--- src/design/decimal_digit_blanking_renderer_defines.svh ---
// Assertion macros shared by the decimal digit blanking renderer.
`ifndef DECIMAL_DIGIT_BLANKING_RENDERER_DEFINES_SVH
`define DECIMAL_DIGIT_BLANKING_RENDERER_DEFINES_SVH

// Same-cycle implication, sampled on aclk and quiet during reset.
`define DDBR_ASSERT_IMPL(label, ante, cons) \
    label: assert property (@(posedge aclk) disable iff (!aresetn) (ante) |-> (cons)) \
        else $error("implication check failed");

// Next-cycle implication, sampled on aclk and quiet during reset.
`define DDBR_ASSERT_NEXT(label, ante, cons) \
    label: assert property (@(posedge aclk) disable iff (!aresetn) (ante) |=> (cons)) \
        else $error("next-cycle check failed");

`endif

--- src/design/ddbr_pkg.sv ---
// Types and constants shared by the decimal digit blanking renderer.
`default_nettype none

package ddbr_pkg;

    localparam int VALUE_W = 32;
    localparam int ADDR_W  = 4;
    localparam int CODE_W  = 4;

    localparam logic [CODE_W-1:0] BLANK_CODE = 4'hF;
    localparam logic [ADDR_W-1:0] FIRST_REG  = 4'h1;

    // x / 10 == (x * RECIP_10) >> RECIP_SHIFT for every 32-bit x.
    localparam logic [VALUE_W-1:0] RECIP_10    = 32'hCCCC_CCCD;
    localparam int                 RECIP_SHIFT = 35;

    localparam int QUEUE_DEPTH = 2;
    localparam int PTR_W       = $clog2(QUEUE_DEPTH);
    localparam int CNT_W       = PTR_W + 1;

    // Head of the queue as seen by the back end.
    typedef struct packed {
        logic               valid;
        logic [VALUE_W-1:0] value;
    } head_t;

endpackage

`default_nettype wire

--- src/design/ddbr_front.sv ---
// Front end: accepts input items into a short queue ahead of the digit engine.
`default_nettype none

module ddbr_front (
    input  wire logic                        aclk,
    input  wire logic                        aresetn,
    input  wire logic                        s_tvalid,
    output logic                             s_tready,
    input  wire logic [ddbr_pkg::VALUE_W-1:0] s_tdata,
    output ddbr_pkg::head_t                  head,
    input  wire logic                        pop
);

    logic [ddbr_pkg::VALUE_W-1:0] entry_reg [ddbr_pkg::QUEUE_DEPTH];
    logic [ddbr_pkg::PTR_W-1:0]   wr_ptr_reg, wr_ptr_next;
    logic [ddbr_pkg::PTR_W-1:0]   rd_ptr_reg, rd_ptr_next;
    logic [ddbr_pkg::CNT_W-1:0]   count_reg, count_next;
    logic                         push;
    logic                         do_pop;

    always_comb begin
        s_tready   = (count_reg != ddbr_pkg::CNT_W'(ddbr_pkg::QUEUE_DEPTH));
        push       = s_tvalid && s_tready;
        do_pop     = pop && (count_reg != '0);
        head.valid = (count_reg != '0);
        head.value = entry_reg[rd_ptr_reg];

        wr_ptr_next = push   ? wr_ptr_reg + ddbr_pkg::PTR_W'(1) : wr_ptr_reg;
        rd_ptr_next = do_pop ? rd_ptr_reg + ddbr_pkg::PTR_W'(1) : rd_ptr_reg;
        count_next  = count_reg;
        if (push && !do_pop) begin
            count_next = count_reg + ddbr_pkg::CNT_W'(1);
        end else if (do_pop && !push) begin
            count_next = count_reg - ddbr_pkg::CNT_W'(1);
        end
    end

    always_ff @(posedge aclk) begin
        if (!aresetn) begin
            wr_ptr_reg <= '0;
            rd_ptr_reg <= '0;
            count_reg  <= '0;
        end else begin
            wr_ptr_reg <= wr_ptr_next;
            rd_ptr_reg <= rd_ptr_next;
            count_reg  <= count_next;
        end
    end

    always_ff @(posedge aclk) begin
        if (push) begin
            entry_reg[wr_ptr_reg] <= s_tdata;
        end
    end

endmodule

`default_nettype wire

--- config.mk ---
export PLATFORM = sky130hd
export DESIGN_NAME = ddbr_front
export DESIGN_NICKNAME = d
export VERILOG_FILES = /design/src/design/decimal_digit_blanking_renderer_defines.svh /design/src/design/ddbr_pkg.sv /design/src/design/ddbr_front.sv
export SDC_FILE = /design/constraint.sdc
export NUM_CORES = 1
export LEC_CHECK = 0
export ABC_AREA = 1
export ABC_CLOCK_PERIOD_IN_PS = 2100
export BUFFER_PORTS_ARGS = -buffer_cell sky130_fd_sc_hd__buf_4
export CORE_UTILIZATION = 47
export DETAILED_ROUTE_END_ITERATION = 12
export PLACE_DENSITY = 0.8
export SLEW_MARGIN = 40
export SYNTH_ARGS = -nofsm -noshare
export SYNTH_HDL_FRONTEND = slang
export SYNTH_SLANG_ARGS = --single-unit
--- constraint.sdc ---
create_clock -name aclk -period 2.1 [get_ports aclk]
set_input_delay 0.42 -clock aclk [delete_from_list [all_inputs] [get_ports aclk]]
set_output_delay 0.42 -clock aclk [all_outputs]
set_load 0.005 [all_outputs]
Yosys cells after proc, flatten, opt, wreduce, memory -nomap -nowiden

Memories as Yosys holds them, arrays and structs flattened. A register that Yosys moved wholly into a read port is not among the register bits.
Index checks and enable logic that the tools add are counted.

Mux-type cells: 6
Bitwise logic cells: 0
Shifts and indexed selects: 0
$mul: 0
Div/mod/pow operators: 0
Equal/unequal tests: 1
Reduce and logical (&&, ||, !) cells: 8
$add $sub $neg: 4
$lt $le $gt $ge: 0

Operator list:

| kind                | number |
|---|---|
| $logic_and 1x1->1   | 4 |
| $mux 1              | 4 |
| $mux 2              | 2 |
| $reduce_bool 2->1   | 2 |
| $add 1x1->1 const B | 2 |
| $add 2x1->2 const B | 1 |
| $logic_not 1->1     | 2 |
| $ne 2x2->1 const B  | 1 |
| $sub 2x1->2 const B | 1 |

Bits in latches: 0
Word-level logic and storage cells: 23
Bits in registers: 4
Input bits: 36
Bits in read-only memories: 0
Memories kept: 1
Memory bits (writable): 64
Output and inout bits: 34

Memory list:

| memory    | depth | bits a word | rd ports | clocked after memory_dff | wr ports | RTL line         | text |
|---|---|---|---|---|---|---|---|
| entry_reg | 2     | 32          | 1        | 1                        | 1        | ddbr_front.sv:14 | `logic [ddbr_pkg::VALUE_W-1:0] entry_reg [ddbr_pkg::QUEUE_DEPTH];` |

Longest topological paths before layout

Gate-level depths: netlist of run 1.

Depth after elaboration: 6
Depth in mapped cells: 11
Depth with buffers taken out: 11

Worst setup path after synthesis of run 1

OpenSTA, ideal clock, no wires.

Kind: register -> register
Start: register count_reg[0] (netlist name)
End: memory entry_reg[1][0] (netlist name), enable pin
Required time: 1679 ps
Stages on the path, launching flop included: 5
Arrival time: 1924 ps
Clock period less this slack: 2345 ps
Setup slack: -245 ps
Buffers on the path: 0
Library setup time: 421 ps
Cells stage by stage: dfxtp_1 -> inv_2 -> nand2_1 -> nand2_2 -> nor2_1

Longest elaborated chain between the ends: 4

Ends and longest elaborated chain:

| what                         | RTL line         | text |
|---|---|---|
| from (decl)                  | ddbr_front.sv:17 | `logic [ddbr_pkg::CNT_W-1:0] count_reg, count_next;` |
| from (signal assigned)       | ddbr_front.sv:46 | `count_reg <= count_next;` |
| $ne 2x2->1                   | ddbr_front.sv:22 | `s_tready = (count_reg != ddbr_pkg::CNT_W'(ddbr_pkg::QUEUE_DEPTH));` |
| net s_tready                 | ddbr_front.sv:8  | `output logic s_tready,` |
| $logic_and 1x1->1            | ddbr_front.sv:23 | `push = s_tvalid && s_tready;` |
| $mux 1                       | ddbr_front.sv:51 | `if (push) begin` |
| $mux 1 (implied by the code) | ddbr_front.sv:52 | `entry_reg[wr_ptr_reg] <= s_tdata;` |
| to (decl)                    | ddbr_front.sv:14 |  |

The timed path passes the listed nets, and every way through them passes these cells.

==> results.toml, run 1 <==
[floorplanning]
num_io_pins = 70
core_mm2 = 0.00554
die_area_mm2 = 0.00607
die_h_um = 77.9
die_w_um = 77.9
initial_core_util_pct = 48.9
num_rows = 27

[place]
place_hpwl_um = 2740
numPortBuffers = 69
gp_congestion = 0.734

[critical_path]
cp_max_fo = 32
critPathLaunchType = "register"
crit_family = "buffers and inverters"
critPathCaptureType = "output port"
path_buf_inv = 2
critical_path_required_ns = 1.68
path_class = "reg -> out"
slowest_stage = "mux2_2"
crit_chain = "buf_12, mux2_2, buf_4"
slowest_delay_ns = 0.37
critPathArrivalTime_ns = 1.44

[power_and_ir_drop]
p_sw_uw = 958
p_per_area_mw_per_mm2 = 1120
p_int_uw = 2940
p_sw_share_pct = 24.6
seqPwrFrac_pct = 46.4
power.share.combinational_pct = 27.7
ir_worst_vdd_mv = 0.700
clkPwrFrac_pct = 25.9
leakagePower_uw = 0.00140
power_uw = 3900

[timing]
min_period_ns = 1.86
rsz0062_at_grt = "false"
worst_slew_pin_slew_ns = 0.434
finalMaxSlewViolations = 0
skew_ns = 0.00799
fin_crit_sh_pct = 88.3
max_freq_mhz = 539
finalSetupViolations = 0
max_slew_margin_pct = 71.1
whs_ns = 0.270
hold_viol = 0

[synthesis]
synth_area_mm2 = 0.00271
yosysSeqAreaShare_pct = 74.6
ys_warn_count = 0
synth_nets = 174
synthCells = 137
synth_area_per_cell_um2 = 19.8
synth.distinct_cells = 17
synth_seq_cells = 69

[route]
via_count = 1394
drt_iter0_markers = 58
first_pass_iters = 3
avgRoutedWirePerCell_um = 14.0
via_per_inst = 4.76
antenna_left = 0
totalWireLength_um = 4100
drc = 0

[clock_tree]
cts_tree = "yes"
clkSinkCount = 69
cts_resized = 0
cts_max_level = 3
ctsHoldBuffers = 0
post-cts-setup-buffers = 0
cts_buffers = 9
root_buffer = "clkbuf_8"
clkTransAtPathRegs_ns = 0.07
clk_path_buf_depth = 2
clk_latency_ns = 0.33

[global_routing]
grt_pass1_vias = 1381
grt_max_degree = 33
grt_pass1_wl_um = 6180
overflow = 0
grt_util_all_layers_pct = 14.2
antenna_found_initial = 0

[hold_path]
min_path_type = "in -> reg"

[cells_and_area]
final_layout_size_suffix_gt1_share_pct = 55.7
final_cell_mix = "buf_4, edfxtp_1, mux2_4, clkbuf_8, nand2_1"
largest_register_ff_count = 64
final_common_cell = "buf_4"
fin_nets = 253
n_antenna_cell = 0
area_growth_pct = 28.8

[flow_run]
drv_cap = 0

[run_status]
status = "completed"
[area by class of cell]
| cell class | count | area, µm² |
|---|---|---|
| fill | 414 | 2050 |
| clock buffer | 11 | 141 |
| clock inverter | 5 | 51.3 |
| tap | 72 | 90.1 |
| sequential | 69 | 2020 |
| multi-input combinational | 56 | 601 |
| timing repair buffer | 72 | 553 |
| inverter | 8 | 30.0 |
[power groups by stage]
stage	Clock (µW)	Sequential [µW]	Combinational, µW
after floorplan	0	1820	693
after global routing	1100	1830	1170
after CTS	1040	1810	1100
after global placement	0	1830	1070
after detailed placement	0	1840	1090
final	1010	1810	1080
[Yosys cell counts]
cell | n | area (µm²)
ha_1 | 1 | 12.5
nand4_1 | 1 | 6.26
inv_1 | 7 | 26.3
mux2_4 | 30 | 450
nand2_2 | 1 | 6.26
nor2_1 | 8 | 30.0
edfxtp_1 | 64 | 1920
nand2_1 | 8 | 30.0
o21a_1 | 1 | 7.51
mux2_2 | 2 | 22.5
o21ai_0 | 2 | 10.0
nand3_1 | 1 | 5.00
buf_12 | 3 | 60.1
dfxtp_1 | 5 | 100
buf_6 | 1 | 11.3
a21oi_1 | 1 | 5.00
inv_2 | 1 | 3.75
[through the flow]
stage	cell area, µm²	worst slack (ns)	setup TNS (ns)	utilization [%]	cells
2_1_floorplan	2710	-0.245	-15.71	-	137
3_3_place_gp	3300	0.609	0	59.5	277
3_5_place_dp	3300	0.579	0	59.5	277
4_1_cts	3490	0.217	0	63.0	293
5_1_grt	3490	0.181	0	63.0	293
6_report	3490	0.245	0	63.0	293
[path summary, 6_finish.rpt]
| kind | from | endpoint | slack (ns) | cells after the start |
|---|---|---|---|---|
| max reg2reg | count_reg[0]$_SDFFE_PN0P_ | entry_reg[0][18]$_DFFE_PP_ | 0.62 | 5 |
| min | s_tdata[0] | entry_reg[0][0]$_DFFE_PP_ | 0.27 | 1 |
| min reg2reg | count_reg[0]$_SDFFE_PN0P_ | count_reg[0]$_SDFFE_PN0P_ | 0.52 | 2 |
| max | register | head[12] | 0.24 | 3 |
[metal layers]
metal	up-vias	track usage [%]	part of all wire, %
li1	666	-	-
met1	671	14.9	39
met2	45	24.3	53
met3	12	4.47	6.1
met4	0	9.63	2.6
met5	-	0	0
[cells by family (layout without fill, tap and decap cells)]
group           count (synthesis)  count (layout)  synth area share (%)
flops                          69              69                  74.6
buf+inv                        12              96                  3.74
compound gates                  4               4                 0.831
mux                            32              32                  17.5
fa+ha+maj                       1               1                 0.462
simple gates                   19              19                  2.86
[worst reg2reg max path, stage by stage (launching register included)]
cell     delay, ns
dfxtp_1       0.36
inv_2         0.07
nand2_1       0.09
nand2_2       0.11
nor2_4        0.09
buf_4         0.39
Note: power is estimated with default switching activity, not from simulation.
==> run 2: changes to the inputs <==
--- a/config.mk
+++ b/config.mk
@@ -10,7 +10,7 @@
 export BUFFER_PORTS_ARGS = -buffer_cell sky130_fd_sc_hd__buf_4
 export CORE_UTILIZATION = 47
 export DETAILED_ROUTE_END_ITERATION = 12
-export PLACE_DENSITY = 0.8
+export PLACE_DENSITY = 0.75
 export SLEW_MARGIN = 40
 export SYNTH_ARGS = -nofsm -noshare
 export SYNTH_HDL_FRONTEND = slang
==> results.toml, run 2 (synthesized netlist as in run 1, its figures left out) <==
[power_and_ir_drop]
power_uw = 4030
clkPwrFrac_pct = 27.2
leakagePower_uw = 0.00142
p_per_area_mw_per_mm2 = 1140
seqPwrFrac_pct = 45.5
p_sw_uw = 973
p_sw_share_pct = 24.2
power.share.combinational_pct = 27.3
p_int_uw = 3060
ir_worst_vdd_mv = 0.682

[floorplanning]
die_area_mm2 = 0.00607
die_w_um = 77.9
num_rows = 27
die_h_um = 77.9
core_mm2 = 0.00554
initial_core_util_pct = 48.9
num_io_pins = 70

[timing]
max_freq_mhz = 519
skew_ns = 0.00631
min_period_ns = 1.93
tns_ns = 0
finalMaxSlewViolations = 0
worst_slew_pin_slew_ns = 0.297
hold_viol = 0
rsz0062_at_grt = "false"
fin_crit_sh_pct = 91.7
finalSetupViolations = 0
fin_ws_ns = 0.175
max_slew_margin_pct = 80.2

[cells_and_area]
fill_cells = 414
final_cell_mix = "buf_4, edfxtp_1, mux2_4, clkbuf_8, nand2_1"
final_layout_size_suffix_gt1_share_pct = 55.6
fin_nets = 255
register_area_mm2 = 0.00202
final_common_cell = "buf_4"
area_growth_pct = 30.8
final_core_util_pct = 63.9
largest_register_ff_count = 64
multi_input_comb_area_um2 = 601
design_area_mm2 = 0.00354
n_antenna_cell = 0

[clock_tree]
clk_path_buf_depth = 2
cts_max_level = 3
root_buffer = "clkbuf_8"
cts_buffers = 9
clkTransAtPathRegs_ns = 0.07
cts_tree = "yes"
post-cts-setup-buffers = 0
ctsHoldBuffers = 0
clkSinkCount = 69
clk_latency_ns = 0.32
cts_resized = 0

[place]
place_area_mm2 = 0.00334
place_ws_ns = 0.498
numPortBuffers = 69
place_hpwl_um = 3010
gp_congestion = 0.678

[global_routing]
grt_util_all_layers_pct = 15.3
overflow = 0
antenna_found_initial = 0
grt_pass1_wl_um = 6680
grt_pass1_vias = 1401
grt_max_degree = 33

[critical_path]
critical_path_required_ns = 1.68
path_class = "reg -> out"
crit_chain = "buf_12, mux2_2, buf_4"
slowest_delay_ns = 0.51
timing.rr.start = "count_reg[1]$_SDFFE_PN0P_"
critPathLaunchType = "register"
cp_max_fo = 11
r2r_cells = 9
rrSetupSlack_ns = 0.68
slowest_stage = "dfxtp_2"
regToRegEndpoint = "count_reg[1]$_SDFFE_PN0P_"
critPathCaptureType = "output port"
critPathArrivalTime_ns = 1.51

[route]
totalWireLength_um = 4310
via_per_inst = 4.71
drt_iter0_markers = 53
first_pass_iters = 4
via_count = 1388
avgRoutedWirePerCell_um = 14.6
drc = 0
antenna_left = 0

[hold_path]
hold_depth = 1
min_path_type = "in -> reg"
min_to = "entry_reg[1][3]$_DFFE_PP_"
hp-start = "s_tdata[3]"

[flow_run]
drv_cap = 0

[run_status]
status = "completed"
[run 2: cell count changes in the layout (fill, tap and decap cells not counted), sizes merged]
cell / change
buf: +2
clkbuf: -1
bufinv: +1
clkinv: +1
clkinvlp: -1
[run 2: metrics by stage]
step / std cells / hold slack [ns]
3_3_place_gp: 279 / 0.482
5_1_grt: 295 / 0.249
3_5_place_dp: 279 / 0.490
2_1_floorplan: 137 / 0.467
4_1_cts: 295 / 0.252
6_report: 295 / 0.276
[run 2: power groups by stage]
stage          clock network, µW  registers [µW]  logic (µW)
2_1_floorplan                  0            1820         693
3_3_place_gp                   0            1850        1090
3_5_place_dp                   0            1860        1110
4_1_cts                     1130            1840        1120
5_1_grt                     1180            1850        1200
6_report                    1100            1830        1100
[run 2: layout make-up]
type / instances / share of cell area, %
well taps: 72 / 2.54
multi-input cells: 56 / 17.0
clock buffers: 10 / 3.60
repair buffers: 74 / 16.7
clock inverters: 6 / 2.19
inverters: 8 / 0.848
flip-flops and latches: 69 / 57.1
[run 2: critical path, delay by kind of cell, from the launching register on]
kind / cells / cell delay [ns]
flip-flops: 1 / 0.51
multiplexers: 1 / 0.34
buffers and inverters: 2 / 0.33
[run 2: routing by layer]
| metal | wire length [µm] | share of wire, % | GRT usage (%) |
|---|---|---|---|
| met1 | 1780 | 41 | 17.6 |
| met2 | 2170 | 50 | 25.3 |
| met3 | 272 | 6.3 | 5.53 |
| met4 | 81 | 1.9 | 7.41 |
| met5 | 0 | 0 | 0 |
[run 2: how the worst max path moves through the flow]
stage | start | slack [ns] | to | cells after the start
after CTS | register | 0.13 | head[12] | 3
after global placement | register | 0.51 | head[24] | 3
after detailed placement | register | 0.50 | head[12] | 3
final | register | 0.17 | head[12] | 3
after global routing | register | 0.10 | head[12] | 3
after floorplan | count_reg[0]$_SDFFE_PN0P_ | -0.25 | entry_reg[1][0]$_DFFE_PP_ | 4
